File: config.mk
export PLATFORM = sky130hd
export DESIGN_NAME = e2rm_cordic
export DESIGN_NICKNAME = d
export VERILOG_FILES = /design/src/design/e2rm_pkg.sv /design/src/design/e2rm_cordic.sv
export SDC_FILE = /design/constraint.sdc
export NUM_CORES = 2
export LEC_CHECK = 0
export BUFFER_PORTS_ARGS = -buffer_cell sky130_fd_sc_hd__buf_4
export CELL_PAD_IN_SITES_DETAIL_PLACEMENT = 0
export CELL_PAD_IN_SITES_GLOBAL_PLACEMENT = 1
export CORE_MARGIN = 2
export CORE_UTILIZATION = 50
export DETAILED_ROUTE_END_ITERATION = 16
export PLACE_DENSITY = 0.84
export SLEW_MARGIN = 5
export SYNTH_ARGS = -nofsm -noshare
export SYNTH_HDL_FRONTEND = slang
export SYNTH_SLANG_ARGS = --single-unit
File: constraint.sdc
create_clock -name clk -period 5.4 [get_ports clk]
set_clock_uncertainty 0.15 [all_clocks]
set_input_delay 1.08 -clock clk [delete_from_list [all_inputs] [get_ports clk]]
set_output_delay 1.08 -clock clk [all_outputs]
set_load 0.03 [all_outputs]
File: src/design/e2rm_pkg.sv
// Shared types, constants and the arctangent table for the Euler angle to
// rotation matrix core. No dependencies.
package e2rm_pkg;

    localparam int ANGLE_WIDTH       = 16;
    localparam int ELEMENT_FRAC_BITS = 14;
    localparam int CORDIC_STAGES     = 16;

    localparam int WORK_FRAC   = 30;
    localparam int ANGLE_FRAC  = ANGLE_WIDTH - 3;
    localparam int ANGLE_SHIFT = WORK_FRAC - ANGLE_FRAC;
    localparam int OUT_WIDTH   = ELEMENT_FRAC_BITS + 2;
    localparam int Z_WIDTH     = WORK_FRAC + 3;
    localparam int VAL_WIDTH   = WORK_FRAC + 2;
    localparam int PROD_WIDTH  = 2 * VAL_WIDTH;
    localparam int SUM_WIDTH   = PROD_WIDTH + 1;
    localparam int ELEM_WIDTH  = VAL_WIDTH + 2;
    localparam int ELEM_SHIFT  = WORK_FRAC - ELEMENT_FRAC_BITS;

    localparam logic signed [Z_WIDTH-1:0] GAIN_Q    = 33'sd652032874;
    localparam logic signed [Z_WIDTH-1:0] PI_Q      = 33'sd3373259426;
    localparam logic signed [Z_WIDTH-1:0] HALF_PI_Q = 33'sd1686629713;
    localparam logic signed [VAL_WIDTH-1:0] ONE_Q   = VAL_WIDTH'(64'sd1 <<< WORK_FRAC);
    localparam logic signed [SUM_WIDTH-1:0] HALF_LSB_Q =
        SUM_WIDTH'(64'sd1 <<< (WORK_FRAC - 1));
    localparam logic signed [ELEM_WIDTH-1:0] ELEM_RND =
        (ELEM_SHIFT > 0) ? ELEM_WIDTH'(64'sd1 <<< (ELEM_SHIFT - 1)) : '0;
    localparam logic signed [ELEM_WIDTH-1:0] ELEM_LIM =
        ELEM_WIDTH'(64'sd1 <<< ELEMENT_FRAC_BITS);

    typedef enum logic {
        ORDER_ZYX = 1'b0,
        ORDER_XYZ = 1'b1
    } order_t;

    typedef struct packed {
        logic signed [ANGLE_WIDTH-1:0] roll_angle;
        logic signed [ANGLE_WIDTH-1:0] pitch_angle;
        logic signed [ANGLE_WIDTH-1:0] yaw_angle;
    } angles_t;

    typedef struct packed {
        logic signed [OUT_WIDTH-1:0] m00;
        logic signed [OUT_WIDTH-1:0] m01;
        logic signed [OUT_WIDTH-1:0] m02;
        logic signed [OUT_WIDTH-1:0] m10;
        logic signed [OUT_WIDTH-1:0] m11;
        logic signed [OUT_WIDTH-1:0] m12;
        logic signed [OUT_WIDTH-1:0] m20;
        logic signed [OUT_WIDTH-1:0] m21;
        logic signed [OUT_WIDTH-1:0] m22;
    } result_t;

    // Truncated arctangent of 2^-i in Q.30
    function automatic logic signed [Z_WIDTH-1:0] atan_q(input int idx);
        logic signed [Z_WIDTH-1:0] r;
        case (idx)
            0:  r = 33'sd843314856;
            1:  r = 33'sd497837829;
            2:  r = 33'sd263043836;
            3:  r = 33'sd133525158;
            4:  r = 33'sd67021686;
            5:  r = 33'sd33543515;
            6:  r = 33'sd16775850;
            7:  r = 33'sd8388437;
            8:  r = 33'sd4194282;
            9:  r = 33'sd2097149;
            10: r = 33'sd1048575;
            11: r = 33'sd524287;
            12: r = 33'sd262143;
            13: r = 33'sd131071;
            14: r = 33'sd65535;
            15: r = 33'sd32767;
            16: r = 33'sd16383;
            17: r = 33'sd8191;
            18: r = 33'sd4095;
            19: r = 33'sd2047;
            20: r = 33'sd1023;
            21: r = 33'sd511;
            22: r = 33'sd255;
            23: r = 33'sd127;
            24: r = 33'sd63;
            25: r = 33'sd31;
            26: r = 33'sd15;
            27: r = 33'sd7;
            28: r = 33'sd3;
            29: r = 33'sd1;
            default: r = '0;
        endcase
        return r;
    endfunction

endpackage

File: src/design/e2rm_cordic.sv
// Pipelined rotation-mode CORDIC: sine and cosine of one angle, one stage
// per iteration. Depends on e2rm_pkg.
module e2rm_cordic (
    input  logic                                   clk,
    input  logic                                   rst_n,
    input  logic                                   in_valid,
    input  logic signed [e2rm_pkg::ANGLE_WIDTH-1:0] angle,
    output logic                                   out_valid,
    output logic signed [e2rm_pkg::VAL_WIDTH-1:0]  cos_val,
    output logic signed [e2rm_pkg::VAL_WIDTH-1:0]  sin_val
);
    import e2rm_pkg::*;

    logic signed [Z_WIDTH-1:0] z_reg [0:CORDIC_STAGES];
    logic signed [Z_WIDTH-1:0] x_reg [0:CORDIC_STAGES];
    logic signed [Z_WIDTH-1:0] y_reg [0:CORDIC_STAGES];
    logic                      neg_reg [0:CORDIC_STAGES];
    logic                      v_reg [0:CORDIC_STAGES];
    logic signed [Z_WIDTH-1:0] z_scaled;
    logic signed [Z_WIDTH-1:0] z_next;
    logic                      neg_next;
    logic signed [VAL_WIDTH-1:0] cos_reg;
    logic signed [VAL_WIDTH-1:0] sin_reg;
    logic                      vout_reg;

    // Scale to Q.30 and fold into plus or minus pi/2
    always_comb
    begin
        z_scaled = Z_WIDTH'(angle) <<< ANGLE_SHIFT;
        z_next   = z_scaled;
        neg_next = 1'b0;
        if (z_scaled > HALF_PI_Q)
        begin
            z_next   = z_scaled - PI_Q;
            neg_next = 1'b1;
        end
        else if (z_scaled < -HALF_PI_Q)
        begin
            z_next   = z_scaled + PI_Q;
            neg_next = 1'b1;
        end
    end

    always_ff @(posedge clk or negedge rst_n)
    begin
        if (!rst_n)
            v_reg[0] <= 1'b0;
        else
            v_reg[0] <= in_valid;
    end

    always_ff @(posedge clk)
    begin
        z_reg[0]   <= z_next;
        x_reg[0]   <= GAIN_Q;
        y_reg[0]   <= '0;
        neg_reg[0] <= neg_next;
    end

    // One micro-rotation per stage
    for (genvar i = 0; i < CORDIC_STAGES; i++)
    begin : g_stage
        always_ff @(posedge clk or negedge rst_n)
        begin
            if (!rst_n)
                v_reg[i+1] <= 1'b0;
            else
                v_reg[i+1] <= v_reg[i];
        end

        always_ff @(posedge clk)
        begin
            neg_reg[i+1] <= neg_reg[i];
            if (z_reg[i] >= 0)
            begin
                x_reg[i+1] <= x_reg[i] - (y_reg[i] >>> i);
                y_reg[i+1] <= y_reg[i] + (x_reg[i] >>> i);
                z_reg[i+1] <= z_reg[i] - atan_q(i);
            end
            else
            begin
                x_reg[i+1] <= x_reg[i] + (y_reg[i] >>> i);
                y_reg[i+1] <= y_reg[i] - (x_reg[i] >>> i);
                z_reg[i+1] <= z_reg[i] + atan_q(i);
            end
        end
    end

    // Undo the half-turn fold
    always_ff @(posedge clk or negedge rst_n)
    begin
        if (!rst_n)
            vout_reg <= 1'b0;
        else
            vout_reg <= v_reg[CORDIC_STAGES];
    end

    always_ff @(posedge clk)
    begin
        if (neg_reg[CORDIC_STAGES])
        begin
            cos_reg <= VAL_WIDTH'(-x_reg[CORDIC_STAGES]);
            sin_reg <= VAL_WIDTH'(-y_reg[CORDIC_STAGES]);
        end
        else
        begin
            cos_reg <= VAL_WIDTH'(x_reg[CORDIC_STAGES]);
            sin_reg <= VAL_WIDTH'(y_reg[CORDIC_STAGES]);
        end
    end

    assign out_valid = vout_reg;
    assign cos_val   = cos_reg;
    assign sin_val   = sin_reg;

endmodule

== After elaboration in Yosys (flattened, before gate mapping) ==
Memory sizes are Yosys's and may differ from the RTL's.
Index checks and enable logic that the tools add are counted.
Widths: inputs -> output; s select.
Word-level totals
  bits in registers: 82
  input bits: 19
  bits in writable memories: 1700
  output and inout bits: 65
  memories: 4
  word-level logic and storage cells: 291
Memories
  x_reg: words 17, bits a word 33, read ports 17, clocked after memory_dff 0, write ports 17, line e2rm_cordic.sv:15  | logic signed [Z_WIDTH-1:0] x_reg [0:CORDIC_STAGES];
  y_reg: words 17, bits a word 33, read ports 17, clocked after memory_dff 0, write ports 17, line e2rm_cordic.sv:16  | logic signed [Z_WIDTH-1:0] y_reg [0:CORDIC_STAGES];
  z_reg: words 17, bits a word 33, read ports 16, clocked after memory_dff 0, write ports 17, line e2rm_cordic.sv:14  | logic signed [Z_WIDTH-1:0] z_reg [0:CORDIC_STAGES];
  neg_reg: words 17, bits a word 1, read ports 17, clocked after memory_dff 0, write ports 17, line e2rm_cordic.sv:17  | logic neg_reg [0:CORDIC_STAGES];
Cells by class
  add/sub/neg operators: 99
  muxes and demuxes: 102
  bitwise logic cells: 48
  magnitude comparators: 18
Operators by type and width (count)
  $mux 33: 50
  $ge 33x1->1 const B: 16
  $add 33x18->33: 2
  $add 33x19->33: 2
  $add 33x20->33: 2
  $add 33x21->33: 2
  $add 33x22->33: 2
  $add 33x23->33: 2
  $add 33x24->33: 2
  $add 33x25->33: 2
  $add 33x26->33: 2
  $add 33x27->33: 2
  $add 33x28->33: 2
  $add 33x29->33: 2
  $add 33x30->33: 2
  $add 33x31->33: 2
  $add 33x32->33: 2
  $sub 33x18->33: 2
  $sub 33x19->33: 2
  $sub 33x20->33: 2
  $sub 33x21->33: 2
  $sub 33x22->33: 2
  $sub 33x23->33: 2
  $sub 33x24->33: 2
  50 further kinds: 157

== Longest topological paths before layout ==
An unclocked memory read counts as a cell.
  depth in word-level cells: 5
  depth in mapped cells: 21
  gate-level depth less buffers: 21

== Worst setup path before layout ==
OpenSTA, ideal clock, no wires.
  path kind: register -> register
  start: mem x_reg[4][10] (netlist bit)
  end: mem y_reg[5][32] (netlist bit)
  setup time: 0.120 ns
  data required time: 5.130 ns
  cell stages (with the launch flop): 19
  data arrival time: 4.561 ns
  setup slack: 0.569 ns
  clock period less this slack: 4.831 ns
  path buffers: 0
  path through: dfxtp_1 -> or4_1 -> nor4_1 -> nand2b_1 -> or4_1 -> or2_2 -> o41ai_1 -> xnor2_1 -> ha_1 -> a21o_1 -> a21o_1 -> a21oi_1 -> a21bo_2 -> o21ai_0 -> a31oi_1 -> o41ai_1 -> o21bai_1 -> a21oi_1 -> xnor2_1
RTL lines (line)
  start: declaration: e2rm_cordic.sv:15
  end: declaration: e2rm_cordic.sv:16

==> metrics.yaml <==
cts:
  cts_sinks: 1528
  path_clk_slew_ns: 0.06
  clk-insertion-delay-late_ns: 0.85
  cts_made_buffers: 175
  cts_tree: "done"
  root_buffer: "clkbuf_16"
  cts_buffer_depth: 3
  htreeDepth: 4
global_route:
  grt_pass1_wl_um: 464000
  grt_max_degree: 65
  grt_antenna_before_repair: 11
  grt-ovfl-total: 0
  grt_use_total_pct: 26.0
  grt_pass1_vias: 86400
synthesis:
  syn_nets: 13900
  ys_warn_count: 0
  synth_flop_cell: "dfxtp_1"
  syn_avg_cell_area_um2: 8.63
  ys_seq_area_share_pct: 28.6
  synthArstFlopShare_pct: 1.18
  ys_seq_elements: 1528
  synth_area_um2: 107000
  syn_inst: 12500
  synthDistinctLibCells: 91
  synth-edff-count: 0
routing:
  drc: 0
  drtAntennaViolNets: 0
  first_iter_violations: 6337
  totalWireLength_um: 291000
  vias: 90500
  vias_per_cell: 5.78
  wl_per_cell_um: 18.5
  first_pass_iters: 6
layout:
  syn2layout_area_growth_pct: 10.2
  largest_reg_flops: 495
  nets: 14100
  drive_gt1_share_pct: 5.33
timing:
  final-hold-violation-count: 0
  holdWs_ns: 0.174
  tightest_slew_ns: 0.989
  maxSlewViolCount: 0
  fin_crit_sh_pct: 94.2
  fmax_mhz: 197
  slew_headroom_pct: 33.3
  min_period_ns: 5.09
  setup_viol: 0
flow_run:
  maxCapViolCount: 0
floorplan:
  die_area_um2: 219000
  die_h_um: 468
  row_count: 170
  core_um2: 214000
  initial_utilization_pct: 50.2
  pin_count: 84
  dieWidth_um: 468
critical_path:
  cp_max_fo: 5
  critPathCaptureType: "flop"
  cp.required_ns: 6.01
  worstSetupPathType: "reg2reg"
  startpoint_type: "flop"
  arrival_ns: 5.70
place:
  dpl.hpwl_um: 237000
  io_buffers: 83
  place.gp.congestion: 0.945
min_path:
  hold_class: "reg2reg"
run_status:
  status: "finished clean"
[critical path, cell delays in order, from the launching register on]
cell	delay (ns)
dfxtp_1	0.35
or4_1	0.61
nor4_2	0.24
nand2b_1	0.18
or4_1	0.57
nand2b_1	0.21
nand2b_1	0.21
o41ai_1	0.34
xnor2_1	0.18
ha_1	0.30
a21o_1	0.17
a21oi_1	0.22
inv_1	0.09
or4_1	0.48
o21a_1	0.22
a21o_1	0.18
a21oi_1	0.16
xnor2_1	0.14
[metal layers]
layer | part of all wire, % | GRT usage [%] | vias to the layer above
met1 | 46 | 34.8 | 42500
met4 | 2.8 | 7.57 | 0
met2 | 46 | 44.2 | 2044
met3 | 4.5 | 2.67 | 448
li1 | - | - | 45500
met5 | 0 | 0 | -
[repair_timing]
action | in CTS | in global routing
endpoints found under the hold margin | 18 | 0
hold buffers | 1 | 0
endpoints found under the setup margin | 0 | 25
resized for setup | 0 | 32
setup buffers | 0 | 3
[cell usage after synthesis (64+ instances only)]
| library cell | number | share of area, % |
|---|---|---|
| nor2_1 | 887 | 3.1 |
| a31oi_1 | 83 | 0.48 |
| a21o_1 | 518 | 3.6 |
| or4_1 | 98 | 0.68 |
| nand2_1 | 762 | 2.7 |
| xnor2_1 | 1231 | 10 |
| nor2b_1 | 177 | 1.0 |
| o21bai_1 | 175 | 1.2 |
| or2_2 | 64 | 0.37 |
| ha_1 | 1381 | 16 |
| nor3_1 | 205 | 0.96 |
| nor4_1 | 78 | 0.45 |
| xor2_1 | 618 | 5.0 |
| a21oi_1 | 1049 | 4.9 |
| dfxtp_1 | 1510 | 28 |
| o41ai_1 | 107 | 0.87 |
| and3_1 | 97 | 0.56 |
| inv_1 | 501 | 1.8 |
| nand3_1 | 240 | 1.1 |
| o21a_1 | 223 | 1.6 |
| nand4_1 | 85 | 0.50 |
| a211oi_1 | 86 | 0.60 |
| or3_1 | 135 | 0.79 |
| o31ai_1 | 232 | 1.6 |
| nand2b_1 | 230 | 1.3 |
| o21ai_0 | 855 | 4.0 |
| clkbuf_1 | 147 | 0.51 |
[layout make-up]
class	count	area [um^2]
fillers	19700	95700
multi-input cells	10300	74400
flip-flops and latches	1528	30700
clock buffers	232	4930
well taps	2838	3550
inverters	505	1900
repair buffers	221	1670
clock inverters	86	1180
diodes	10	25.0
[stage by stage]
stage          std cells  instance area, um^2  util [%]  TNS [ns]  setup WS, ns
3_5_place_dp       15300               112000      52.3         0         0.184
2_1_floorplan      12500               107000         -         0         0.569
4_1_cts            15700               118000      55.2         0         0.143
6_report           15700               118000      55.3         0         0.313
5_1_grt            15700               118000      55.3    -0.106        -0.102
3_3_place_gp       15300               112000      52.3         0         0.200
[worst paths after layout]
| path | start | endpoint | slack, ns | cells after the start |
|---|---|---|---|---|
| worst max-delay path | x_reg[6][12] | y_reg[7][29] | 0.31 | 17 |
| worst min-delay path | neg_reg[1][2] | neg_reg[1][3] | 0.17 | 0 |
| worst max register to register | x_reg[6][12] | y_reg[7][29] | 0.31 | 17 |
| worst min register to register | neg_reg[1][2] | neg_reg[1][3] | 0.17 | 0 |
| max in group asynchronous | rst_n | v_reg[5] | 4.42 | 2 |
| min in group asynchronous | rst_n | v_reg[12] | 0.49 | 2 |
[cells in the final DEF, fill, tap and decap left out, types with 83 or more instances in the layout]
| master | synthesis | layout |
|---|---|---|
| o21ai_0 | 855 | 851 |
| o21bai_1 | 175 | 175 |
| o41ai_1 | 107 | 104 |
| and3_1 | 97 | 97 |
| a21o_1 | 518 | 518 |
| nand2_1 | 762 | 762 |
| nor2b_1 | 177 | 177 |
| nand2b_1 | 230 | 230 |
| a21oi_1 | 1049 | 1049 |
| nand4_1 | 85 | 85 |
| nand3_1 | 240 | 240 |
| inv_1 | 501 | 501 |
| nor3_1 | 205 | 204 |
| or4_1 | 98 | 96 |
| a211oi_1 | 86 | 85 |
| dfxtp_1 | 1510 | 1496 |
| clkbuf_16 | 0 | 176 |
| o31ai_1 | 232 | 230 |
| nor2_1 | 887 | 887 |
| o21a_1 | 223 | 223 |
| a31oi_1 | 83 | 83 |
| xor2_1 | 618 | 618 |
| xnor2_1 | 1231 | 1231 |
| or3_1 | 135 | 135 |
| ha_1 | 1381 | 1380 |
| buf_4 | 0 | 219 |
[logic make-up (layout without fill, tap and decap cells)]
kind of cell	Yosys count	in the layout	synth area share (%)
AO/OA/AOI/OAI	3759	3759	22.4
buffers and inverters	670	1044	2.34
other	0	10	0
XOR/XNOR	1849	1849	15.1
adder cells (fa/ha/maj)	1422	1422	16.8
AND/OR/NAND/NOR	3193	3193	14.5
multiplexers	30	30	0.280
flip-flops	1528	1528	28.6
Power is not shown: default switching activity piles up to over one toggle a cycle in this logic, so the estimate is an artifact.
